## config.mk

```make
export PLATFORM = sky130hd
export DESIGN_NAME = rapid_trigger_key_detector_core
export DESIGN_NICKNAME = d
export VERILOG_FILES = /design/src/sv/rtkd_pkg.sv /design/src/sv/rapid_trigger_key_detector_core.sv /design/src/sv/rtkd_ram.sv /design/src/sv/rtkd_key_eval.sv
export SDC_FILE = /design/constraint.sdc
export NUM_CORES = 2
export LEC_CHECK = 0
export BUFFER_PORTS_ARGS = -buffer_cell sky130_fd_sc_hd__buf_2
export CAP_MARGIN = 20
export CORE_MARGIN = 3
export CORE_UTILIZATION = 55
export DETAILED_ROUTE_END_ITERATION = 16
export PLACE_DENSITY = 0.73
export REMOVE_ABC_BUFFERS = 1
export SYNTH_ARGS = -nofsm -noshare
export SYNTH_HDL_FRONTEND = slang
export SYNTH_HIERARCHICAL = 1
export SYNTH_SLANG_ARGS = --single-unit
```

## constraint.sdc

```tcl
create_clock -name aclk -period 19.4 [get_ports aclk]
set_clock_uncertainty 0.2 [all_clocks]
set_input_delay 1.94 -clock aclk [delete_from_list [all_inputs] [get_ports aclk]]
set_output_delay 1.94 -clock aclk [all_outputs]
set_load 0.02 [all_outputs]
```

## src/sv/rtkd_pkg.sv

```systemverilog
// Shared types and constants for the rapid-trigger key detector.
// No dependencies; imported by every module of the block but rtkd_ram.
`timescale 1ns / 1ps

package rtkd_pkg;

    // Field widths fixed by the item format
    localparam int FIELD_W   = 12;
    localparam int SHIFT_W   = 4;
    localparam int DEV_IN_W  = 4;
    localparam int KEY_W     = 2;
    localparam int KEYS      = 4;
    localparam int OP_W      = 2;

    // Stream channel widths
    localparam int S_TDATA_W = 96;
    localparam int S_TUSER_W = 2;
    localparam int M_TDATA_W = 8;

    // s_tdata field offsets
    localparam int DEV_LSB    = 0;
    localparam int KEY_LSB    = 4;
    localparam int SAMPLE_LSB = 6;
    localparam int ACT_LSB    = 18;
    localparam int REL_LSB    = 30;
    localparam int RAPID_BIT  = 42;
    localparam int FRAME_LSB  = 43;

    // APB
    localparam int APB_AW = 3;
    localparam int APB_DW = 32;
    localparam logic REG_SAMPLE_SHIFT = 1'b0;   // word index of sample_shift

    typedef enum logic [OP_W-1:0] {
        OP_UPDATE = 2'd0,
        OP_STORE  = 2'd1,
        OP_CLEAR  = 2'd2
    } op_t;

    typedef struct packed {
        logic               pressed;
        logic [FIELD_W-1:0] anchor;
    } key_state_t;

    typedef struct packed {
        logic               primed;
        logic               rapid;
        logic [FIELD_W-1:0] value;
        logic [FIELD_W-1:0] act;
        logic [FIELD_W-1:0] rel;
        logic [FIELD_W-1:0] delta;
        logic [FIELD_W-1:0] prev;
        key_state_t         old;
    } key_eval_in_t;

endpackage

```

## src/sv/rapid_trigger_key_detector_core.sv

```systemverilog
// Rapid-trigger key detector: top level. Sustains one item per clock while
// the output is not stalled; an item's result passes through the RAM read
// register, then the output register. Throughput is set by the single
// read-modify-write pass through the key state RAM: reads issue at acceptance,
// writes at the following commit, and a same-entry write in that cycle is forwarded.
// The pressed/anchor store and the per-device last-sample store live in two
// 1R1W RAMs; clear items take effect through per-key and per-device valid
// flops, so no clearing pass is needed after reset or clear.
// Depends on rtkd_pkg, rtkd_ram and rtkd_key_eval.
`timescale 1ns / 1ps

module rapid_trigger_key_detector_core #(
    parameter int DEVICES     = 16,
    parameter int SAMPLE_BITS = 12
) (
    input  logic                            aclk,
    input  logic                            aresetn,
    // item in
    input  logic                            s_tvalid,
    output logic                            s_tready,
    // [3:0] dev_sel, [5:4] key_sel, [17:6] sample_value,
    // [29:18] actuation_raw, [41:30] release_raw, [42] rapid_enable,
    // [54:43] frame_value_0, [66:55] frame_value_1, [78:67] frame_value_2,
    // [90:79] frame_value_3, [95:91] zero
    input  logic [rtkd_pkg::S_TDATA_W-1:0]  s_tdata,
    // [1:0] operation
    input  logic [rtkd_pkg::S_TUSER_W-1:0]  s_tuser,
    // item out
    output logic                            m_tvalid,
    input  logic                            m_tready,
    // [0] key_pressed, [1] device_primed, [7:2] zero
    output logic [rtkd_pkg::M_TDATA_W-1:0]  m_tdata,
    // APB config
    input  logic                            psel,
    input  logic                            penable,
    input  logic                            pwrite,
    input  logic [rtkd_pkg::APB_AW-1:0]     paddr,
    input  logic [rtkd_pkg::APB_DW-1:0]     pwdata,
    output logic [rtkd_pkg::APB_DW-1:0]     prdata,
    output logic                            pready
);
    import rtkd_pkg::*;

    localparam int VW     = (SAMPLE_BITS < FIELD_W) ? SAMPLE_BITS : FIELD_W;
    localparam int DW     = (DEVICES > 1) ? $clog2(DEVICES) : 1;
    localparam int SW     = DW + KEY_W;
    localparam int SLOTS  = DEVICES * KEYS;
    localparam int ST_W   = 1 + VW;
    localparam int ROW_W  = KEYS * VW;
    localparam logic [7:0] DEV_LIMIT = 8'(DEVICES);

    // ---------------- configuration ----------------
    logic               cfg_wr;
    logic [SHIFT_W-1:0] shift_reg;

    assign pready = 1'b1;
    assign cfg_wr = psel && penable && pwrite && pready;

    always_ff @(posedge aclk) begin
        if (!aresetn) begin
            shift_reg <= '0;
        end else if (cfg_wr && paddr[2] == REG_SAMPLE_SHIFT) begin
            shift_reg <= pwdata[SHIFT_W-1:0];
        end
    end

    // only one register; address bits below the word index are ignored
    assign prdata = (paddr[2] == REG_SAMPLE_SHIFT) ? APB_DW'(shift_reg) : '0;

    // ---------------- input decode ----------------
    logic                         accept;
    op_t                          op_in;
    logic [DEV_IN_W-1:0]          dev_raw;
    logic [DW+DEV_IN_W-1:0]       dev_ext;
    logic [DW-1:0]                dev_in;
    logic                         in_range_in;
    logic [KEY_W-1:0]             key_in;
    logic [SW-1:0]                slot_in;
    logic [FIELD_W-1:0]           act_sh, rel_sh, act_in, rel_in, diff_in, delta_in;
    logic [KEYS-1:0][VW-1:0]      frames_in;

    assign accept  = s_tvalid && s_tready;
    assign op_in   = op_t'(s_tuser[OP_W-1:0]);
    assign dev_raw = s_tdata[DEV_LSB +: DEV_IN_W];
    assign dev_ext = {{DW{1'b0}}, dev_raw};
    assign dev_in  = dev_ext[DW-1:0];
    assign in_range_in = {4'b0, dev_raw} < DEV_LIMIT;
    assign key_in  = s_tdata[KEY_LSB +: KEY_W];
    assign slot_in = {dev_in, key_in};

    // point shift and ordering happen before the RAM data returns
    always_comb begin
        act_sh = s_tdata[ACT_LSB +: FIELD_W] >> shift_reg;
        rel_sh = s_tdata[REL_LSB +: FIELD_W] >> shift_reg;
        if (act_sh < rel_sh) begin
            act_in = rel_sh;
            rel_in = act_sh;
        end else begin
            act_in = act_sh;
            rel_in = rel_sh;
        end
        diff_in  = act_in - rel_in;
        delta_in = (diff_in == '0) ? FIELD_W'(1) : diff_in;
        for (int k = 0; k < KEYS; k++) begin
            frames_in[k] = s_tdata[FRAME_LSB + k*FIELD_W +: VW];
        end
    end

    // ---------------- stage 1: RAM data valid ----------------
    logic                    s1_valid_reg;
    op_t                     s1_op_reg;
    logic [DW-1:0]           s1_dev_reg;
    logic [KEY_W-1:0]        s1_key_reg;
    logic                    s1_in_range_reg;
    logic [VW-1:0]           s1_value_reg;
    logic                    s1_rapid_reg;
    logic [FIELD_W-1:0]      s1_act_reg, s1_rel_reg, s1_delta_reg;
    logic [KEYS-1:0][VW-1:0] s1_frames_reg;
    logic                    s1_fwd_st_reg, s1_fwd_row_reg;
    logic [ST_W-1:0]         st_hold_reg;
    logic [KEYS-1:0][VW-1:0] row_hold_reg;

    logic                    s1_adv, commit;
    logic                    is_upd, is_store, is_clear;
    logic [SW-1:0]           s1_slot;

    assign s1_adv   = !m_tvalid || m_tready;
    assign commit   = s1_valid_reg && s1_adv;
    assign s_tready = !s1_valid_reg || s1_adv;
    assign s1_slot  = {s1_dev_reg, s1_key_reg};
    assign is_upd   = (s1_op_reg == OP_UPDATE) && s1_in_range_reg;
    assign is_store = (s1_op_reg == OP_STORE) && s1_in_range_reg;
    assign is_clear = (s1_op_reg == OP_CLEAR);

    always_ff @(posedge aclk) begin
        if (!aresetn) begin
            s1_valid_reg <= 1'b0;
        end else if (s_tready) begin
            s1_valid_reg <= s_tvalid;
        end
    end

    always_ff @(posedge aclk) begin
        if (accept) begin
            s1_op_reg       <= op_in;
            s1_dev_reg      <= dev_in;
            s1_key_reg      <= key_in;
            s1_in_range_reg <= in_range_in;
            s1_value_reg    <= s_tdata[SAMPLE_LSB +: VW];
            s1_rapid_reg    <= s_tdata[RAPID_BIT];
            s1_act_reg      <= act_in;
            s1_rel_reg      <= rel_in;
            s1_delta_reg    <= delta_in;
            s1_frames_reg   <= frames_in;
            // entry written at this very edge: RAM read returns old data
            s1_fwd_st_reg   <= commit && is_upd && (s1_slot == slot_in);
            s1_fwd_row_reg  <= commit && is_store && (s1_dev_reg == dev_in);
        end
    end

    // ---------------- stores ----------------
    logic [ST_W-1:0]         st_rd, st_wr, st_raw;
    logic [ROW_W-1:0]        row_rd;
    logic [KEYS-1:0][VW-1:0] row_sel;
    key_state_t              ev_out;
    key_eval_in_t            ev_in;

    rtkd_ram #(
        .WIDTH (ST_W),
        .DEPTH (SLOTS),
        .AW    (SW)
    ) u_state_ram (
        .aclk    (aclk),
        .wr_en   (commit && is_upd),
        .wr_addr (s1_slot),
        .wr_data (st_wr),
        .rd_en   (accept),
        .rd_addr (slot_in),
        .rd_data (st_rd)
    );

    rtkd_ram #(
        .WIDTH (ROW_W),
        .DEPTH (DEVICES),
        .AW    (DW)
    ) u_prev_ram (
        .aclk    (aclk),
        .wr_en   (commit && is_store),
        .wr_addr (s1_dev_reg),
        .wr_data (ROW_W'(s1_frames_reg)),
        .rd_en   (accept),
        .rd_addr (dev_in),
        .rd_data (row_rd)
    );

    always_ff @(posedge aclk) begin
        if (commit) begin
            st_hold_reg  <= st_wr;
            row_hold_reg <= s1_frames_reg;
        end
    end

    // valid flops: an invalid key reads as released with anchor zero
    logic [SLOTS-1:0]   slot_valid_reg, slot_valid_next;
    logic [DEVICES-1:0] dev_valid_reg, dev_valid_next;
    logic               slot_ok, primed;

    always_comb begin
        slot_valid_next = slot_valid_reg;
        dev_valid_next  = dev_valid_reg;
        if (commit) begin
            if (is_clear) begin
                slot_valid_next = '0;
                dev_valid_next  = '0;
            end else if (is_upd) begin
                slot_valid_next[s1_slot] = 1'b1;
            end else if (is_store) begin
                dev_valid_next[s1_dev_reg] = 1'b1;
            end
        end
    end

    always_ff @(posedge aclk) begin
        if (!aresetn) begin
            slot_valid_reg <= '0;
            dev_valid_reg  <= '0;
        end else begin
            slot_valid_reg <= slot_valid_next;
            dev_valid_reg  <= dev_valid_next;
        end
    end

    assign slot_ok = s1_in_range_reg && slot_valid_reg[s1_slot];
    assign primed  = s1_in_range_reg && dev_valid_reg[s1_dev_reg];
    assign st_raw  = s1_fwd_st_reg ? st_hold_reg : st_rd;
    assign row_sel = s1_fwd_row_reg ? row_hold_reg : row_rd;

    always_comb begin
        ev_in.primed      = primed;
        ev_in.rapid       = s1_rapid_reg;
        ev_in.value       = FIELD_W'(s1_value_reg);
        ev_in.act         = s1_act_reg;
        ev_in.rel         = s1_rel_reg;
        ev_in.delta       = s1_delta_reg;
        ev_in.prev        = FIELD_W'(row_sel[s1_key_reg]);
        ev_in.old.pressed = slot_ok && st_raw[VW];
        ev_in.old.anchor  = slot_ok ? FIELD_W'(st_raw[VW-1:0]) : '0;
    end

    rtkd_key_eval u_key_eval (
        .ev_i (ev_in),
        .st_o (ev_out)
    );

    assign st_wr = {ev_out.pressed, ev_out.anchor[VW-1:0]};

    // ---------------- output register ----------------
    logic m_valid_reg, m_valid_next;
    logic m_pressed_reg, m_primed_reg;

    always_comb begin
        m_valid_next = m_valid_reg;
        if (s1_adv) begin
            m_valid_next = s1_valid_reg;
        end
    end

    always_ff @(posedge aclk) begin
        if (!aresetn) begin
            m_valid_reg <= 1'b0;
        end else begin
            m_valid_reg <= m_valid_next;
        end
    end

    always_ff @(posedge aclk) begin
        if (commit) begin
            m_pressed_reg <= is_upd && ev_out.pressed;
            m_primed_reg  <= (is_upd || is_store) && primed;
        end
    end

    assign m_tvalid = m_valid_reg;
    assign m_tdata  = {(M_TDATA_W-2)'(0), m_primed_reg, m_pressed_reg};

endmodule

```

## src/sv/rtkd_ram.sv

```systemverilog
// Simple dual-port RAM, one write and one registered read port.
// No package dependency; used for the key state and last-sample stores.
`timescale 1ns / 1ps

module rtkd_ram #(
    parameter int WIDTH = 13,
    parameter int DEPTH = 64,
    parameter int AW    = 6
) (
    input  logic             aclk,
    input  logic             wr_en,
    input  logic [AW-1:0]    wr_addr,
    input  logic [WIDTH-1:0] wr_data,
    input  logic             rd_en,
    input  logic [AW-1:0]    rd_addr,
    output logic [WIDTH-1:0] rd_data
);

    logic [WIDTH-1:0] mem [DEPTH];
    logic [WIDTH-1:0] rd_data_reg;

    always_ff @(posedge aclk) begin
        if (wr_en) begin
            mem[wr_addr] <= wr_data;
        end
    end

    always_ff @(posedge aclk) begin
        if (rd_en) begin
            rd_data_reg <= mem[rd_addr];
        end
    end

    assign rd_data = rd_data_reg;

endmodule

```

## src/sv/rtkd_key_eval.sv

```systemverilog
// Next pressed state and anchor of one key (fixed and rapid-trigger modes).
// Depends on rtkd_pkg for the key state structs.
`timescale 1ns / 1ps

module rtkd_key_eval (
    input  rtkd_pkg::key_eval_in_t ev_i,
    output rtkd_pkg::key_state_t   st_o
);
    import rtkd_pkg::*;

    logic [FIELD_W-1:0] hi_anchor;
    logic [FIELD_W-1:0] lo_anchor;
    logic [FIELD_W:0]   rise_lim;

    always_comb begin
        hi_anchor = (ev_i.value > ev_i.old.anchor) ? ev_i.value : ev_i.old.anchor;
        lo_anchor = (ev_i.value < ev_i.old.anchor) ? ev_i.value : ev_i.old.anchor;
        // no wrap on the press threshold
        rise_lim  = {1'b0, lo_anchor} + {1'b0, ev_i.delta};

        st_o = ev_i.old;
        if (!ev_i.primed) begin
            st_o.pressed = 1'b0;
            st_o.anchor  = ev_i.value;
        end else if (!ev_i.rapid) begin
            // plain hysteresis
            st_o.pressed = ev_i.old.pressed ? (ev_i.value > ev_i.rel)
                                            : (ev_i.value >= ev_i.act);
            st_o.anchor  = ev_i.value;
        end else if (ev_i.value < ev_i.act) begin
            st_o.pressed = 1'b0;
            st_o.anchor  = ev_i.value;
        end else if (ev_i.prev < ev_i.act) begin
            // just entered the zone
            st_o.pressed = 1'b1;
            st_o.anchor  = ev_i.value;
        end else if (ev_i.old.pressed) begin
            if (hi_anchor >= ev_i.delta && ev_i.value <= hi_anchor - ev_i.delta) begin
                st_o.pressed = 1'b0;
                st_o.anchor  = ev_i.value;
            end else begin
                st_o.pressed = 1'b1;
                st_o.anchor  = hi_anchor;
            end
        end else begin
            if ({1'b0, ev_i.value} >= rise_lim) begin
                st_o.pressed = 1'b1;
                st_o.anchor  = ev_i.value;
            end else begin
                st_o.pressed = 1'b0;
                st_o.anchor  = lo_anchor;
            end
        end
    end

endmodule

```

==> reports/results.txt <==
The hold violation total from the final report is 0. The sort of element at the start of the critical path is a register. Before antenna repair, the detailed router went through 6 iterations. After synthesis the cells add up to 0.0784 sq mm. The die extent in y works out to 384 um. Buffers added to address setup during post-CTS repair amount to 0. Setup total negative slack on the finished layout was measured at 0 ps. The run finished with clean final reports.

Setup repair after global routing left no endpoint under its margin. Sequential elements use 72.3% of the synthesized area. The tools report the switching power total as 2.00 mW.

The number of slew-limit violations in the final report came out at 0. After floorplanning, the core was divided into 137 placement rows. Buffers inserted during clock tree synthesis total 184. The run gives 24.2% as the normalized max-slew margin. Among the stages of the critical path, the cell type that occurs most often is sky130_fd_sc_hd__a21oi_1. The logs give 183 for the top-level port count and 0.147 sq mm for the die area. The tools report the clock tree root buffer cell as sky130_fd_sc_hd__clkbuf_16. In the final layout, the multi-input gates occupy 0.0205 sq mm.

The initial utilization of the core area, before any placement, comes to 55.8%. The clock share of power is 39.4%. The share of final-layout standard cells stronger than drive strength 1 was 23.5%; the number of synthesis warnings was 6.

Summed over all layers, the routed wires come to 177000 um. The flip-flop count of the largest register after layout is 832. The share of the clock period used by the worst path after layout was 55.9%. The fill cell total of the finished layout is 9615. For this run, the slowest stage of the critical path takes 830 ps.

The area growth from synthesis to layout is 11.4%. Count of endpoints failing setup in the final report: 0. The number of global-route vias before repair is 40.7k, and the post-detailed-route DRC marker count is 0. Classification of the worst setup path: register to register. Internal power comes to 6.81 mW. The library cells used most frequently in the layout, excluding fill and tap cells, are 1831 x sky130_fd_sc_hd__edfxtp_1, 475 x sky130_fd_sc_hd__mux4_2, 210 x sky130_fd_sc_hd__nor2_1. The endpoint kind of the worst setup timing path was a register. Of the total power, registers draw 52.6%.

Before CTS, the worst setup slack after placement is 8560 ps. In this run, post-CTS hold repair placed 0 buffers. After detailed routing, the number of vias per cell comes to 6.38. Standby leakage power: 28.4 nW. The congestion estimate from routability-driven global placement came to 0.855. The arrival time at the worst endpoint was 11110 ps; the aggregate global routing overflow was 0.

TritonCTS built the clock tree. The worst-skew pair later-pin latency was 820 ps; the worst ir drop on vdd was 0.0803 mV. The H-tree was split into 4 levels. The area share of the leading cell type in the synthesized netlist is 70.1%, and the number of distinct library cells after synthesis is 92.

The initial antenna violation count was 3. After synthesis, the cell types taking the most area are sky130_fd_sc_hd__edfxtp_1 70%, sky130_fd_sc_hd__mux4_2 14%, sky130_fd_sc_hd__dfxtp_1 2.2%, sky130_fd_sc_hd__ha_1 1.8%, sky130_fd_sc_hd__nor2_1 1.2%. The number of routed nets with antenna violations was 0; the achievable clock frequency was 0.0922 GHz.

Count of state elements after synthesis: 1917. Largest area contributor in the netlist: sky130_fd_sc_hd__edfxtp_1. The tool flagged a number of max-cap violations equal to 0. The routed design could run at a clock period as short as 10850 ps. Clock slew at the register clock pins of the worst setup and hold paths: 60 ps.

Counting flops with an async set or reset pin after synthesis yields a share of 0%. Detailed placement ended at an HPWL of 94700 um. The routed layout has 40.6k vias.

The number of gates resized after CTS was 0. The sequential cells in the finished layout cover a total of 0.0567 sq mm. The most common cell after layout, fill and taps aside was sky130_fd_sc_hd__edfxtp_1. For the pin with the worst max-slew slack, the measured transition is 1140 ps. STA puts the critical path data required time at 19670 ps.

After detailed routing, the average wire length per cell comes to 27.9 um. Dividing the synthesized area by the synthesized cell count gives 19.0 sq um. The worst path meets setup with 8550 ps of slack. CTS saw 1917 sinks.

Across all hold checks on the routed design, the worst slack comes to 267 ps. The core region is 0.141 sq mm. Synthesis handed over a netlist of 4133 instances.

In this run the deepest clock path goes through 3 buffers. The global-route total usage across every layer came out at 24.4%. The horizontal die dimension was 384 um. For this design the ratio of total power to cell area is 101 mW/mm^2.

The slowest stage of the critical path is the sky130_fd_sc_hd__a22oi_2 cell. The finished cells cover 0.0873 sq mm. In the final design database the tool counted 4578 nets. The placed instances occupy a cell area of 0.0813 sq mm. The class of the worst hold path is register to register.

Counting flops with a built-in enable in the synthesized netlist gives 1831. Among all flip-flop cells after synthesis, the most frequent one is sky130_fd_sc_hd__edfxtp_1. Net switching is 22.7% of the power. During placement, the flow inserted port buffers numbering 112.

For this block, the initial DRC count from the detailed router was 4467. The first global-routing pass estimated 264000 um of wire. The tools report the fraction of power consumed by combinational cells as 8.0%. The highest fanout seen on the critical path is 65, and the pin count of the biggest net entering global routing is 89.
## cell type report
type,instances,area share [%]
Sequential cell,1917,64.9
Timing Repair Buffer,221,1.68
Antenna cell,2,0.00573
Tap cell,1876,2.69
Inverter,98,0.421
Clock inverter,117,1.37
Clock buffer,223,5.44
Multi-Input combinational cell,1903,23.5
## cell families after synthesis
logic type                 Yosys count  share of synthesized area, %
DFF                               1917                          72.3
and+or+nand+nor                    638                          3.77
muxes                              578                          15.1
AOI/OAI and AO/OA                  510                          4.49
buffers and inverters              346                          2.20
adders and majority gates          113                          1.82
xor gates and xnor gates            29                         0.324
other                                2                       0.00958
## path summary, 6_finish.rpt
check	startpoint	endpoint	slack (ps)	cells past startpoint
max	s1_key_reg[1]$_DFFE_PP_	u_state_ram/mem[38][2]$_DFFE_PP_	8550	37
min reg2reg	slot_valid_reg[21]$_SDFFE_PN0P_	slot_valid_reg[21]$_SDFFE_PN0P_	270	2
min	slot_valid_reg[21]$_SDFFE_PN0P_	slot_valid_reg[21]$_SDFFE_PN0P_	270	2
max reg2reg	s1_key_reg[1]$_DFFE_PP_	u_state_ram/mem[38][2]$_DFFE_PP_	8550	37
## power groups by stage
stage | sequential [mW] | clock, mW | combinational [mW]
5_1_grt | 4.64 | 3.70 | 0.772
4_1_cts | 4.64 | 3.54 | 0.702
6_report | 4.63 | 3.48 | 0.704
3_3_place_gp | 4.72 | 0 | 0.684
2_1_floorplan | 4.71 | 0 | 0.450
3_5_place_dp | 4.72 | 0 | 0.697
## metal layers
metal / wire [um] / vias to the layer above / global-route usage, %
li1: - / 17168 / -
met1: 69700 / 21104 / 34.6
met2: 86500 / 1994 / 38.5
met3: 16200 / 300 / 4.79
met4: 5080 / 2 / 7.77
met5: 13 / - / 0
## worst max-delay path: cells and delay by family, from the launching register on
kind	cells	cell delay (ps)
AOI/OAI and AO/OA	20	4700
xor gates and xnor gates	1	310
adders and majority gates	3	910
buffers and inverters	6	1890
DFF	1	700
muxes	1	400
and+or+nand+nor	6	1230
## Yosys cell counts, types with 15 or more instances
library cell / n
sky130_fd_sc_hd__edfxtp_1: 1831
sky130_fd_sc_hd__mux4_2: 475
sky130_fd_sc_hd__nor2_1: 246
sky130_fd_sc_hd__nand2_1: 172
sky130_fd_sc_hd__a21oi_1: 156
sky130_fd_sc_hd__a22oi_1: 114
sky130_fd_sc_hd__ha_1: 111
sky130_fd_sc_hd__clkbuf_1: 97
sky130_fd_sc_hd__inv_1: 95
sky130_fd_sc_hd__mux2i_1: 87
sky130_fd_sc_hd__dfxtp_1: 86
sky130_fd_sc_hd__buf_4: 74
sky130_fd_sc_hd__nor2b_1: 54
sky130_fd_sc_hd__o21ai_0: 40
sky130_fd_sc_hd__nor3_1: 39
sky130_fd_sc_hd__buf_2: 35
sky130_fd_sc_hd__buf_1: 29
sky130_fd_sc_hd__a211oi_1: 20
sky130_fd_sc_hd__nand3_1: 18
sky130_fd_sc_hd__o221ai_1: 18
sky130_fd_sc_hd__and2_1: 17
sky130_fd_sc_hd__nand2b_1: 17
sky130_fd_sc_hd__nand4_1: 17
sky130_fd_sc_hd__xor2_1: 17
sky130_fd_sc_hd__o31ai_1: 15
## metrics by stage
stage,std cells,utilization (%),total power [mW]
floorplan,3918,-,5.16
detailed placement,6013,57.9,5.42
finish,6357,62.1,8.81
global route,6356,62.1,9.11
global placement,6012,57.9,5.40
CTS,6353,62.1,8.87
(Power assumes the default switching activity.)
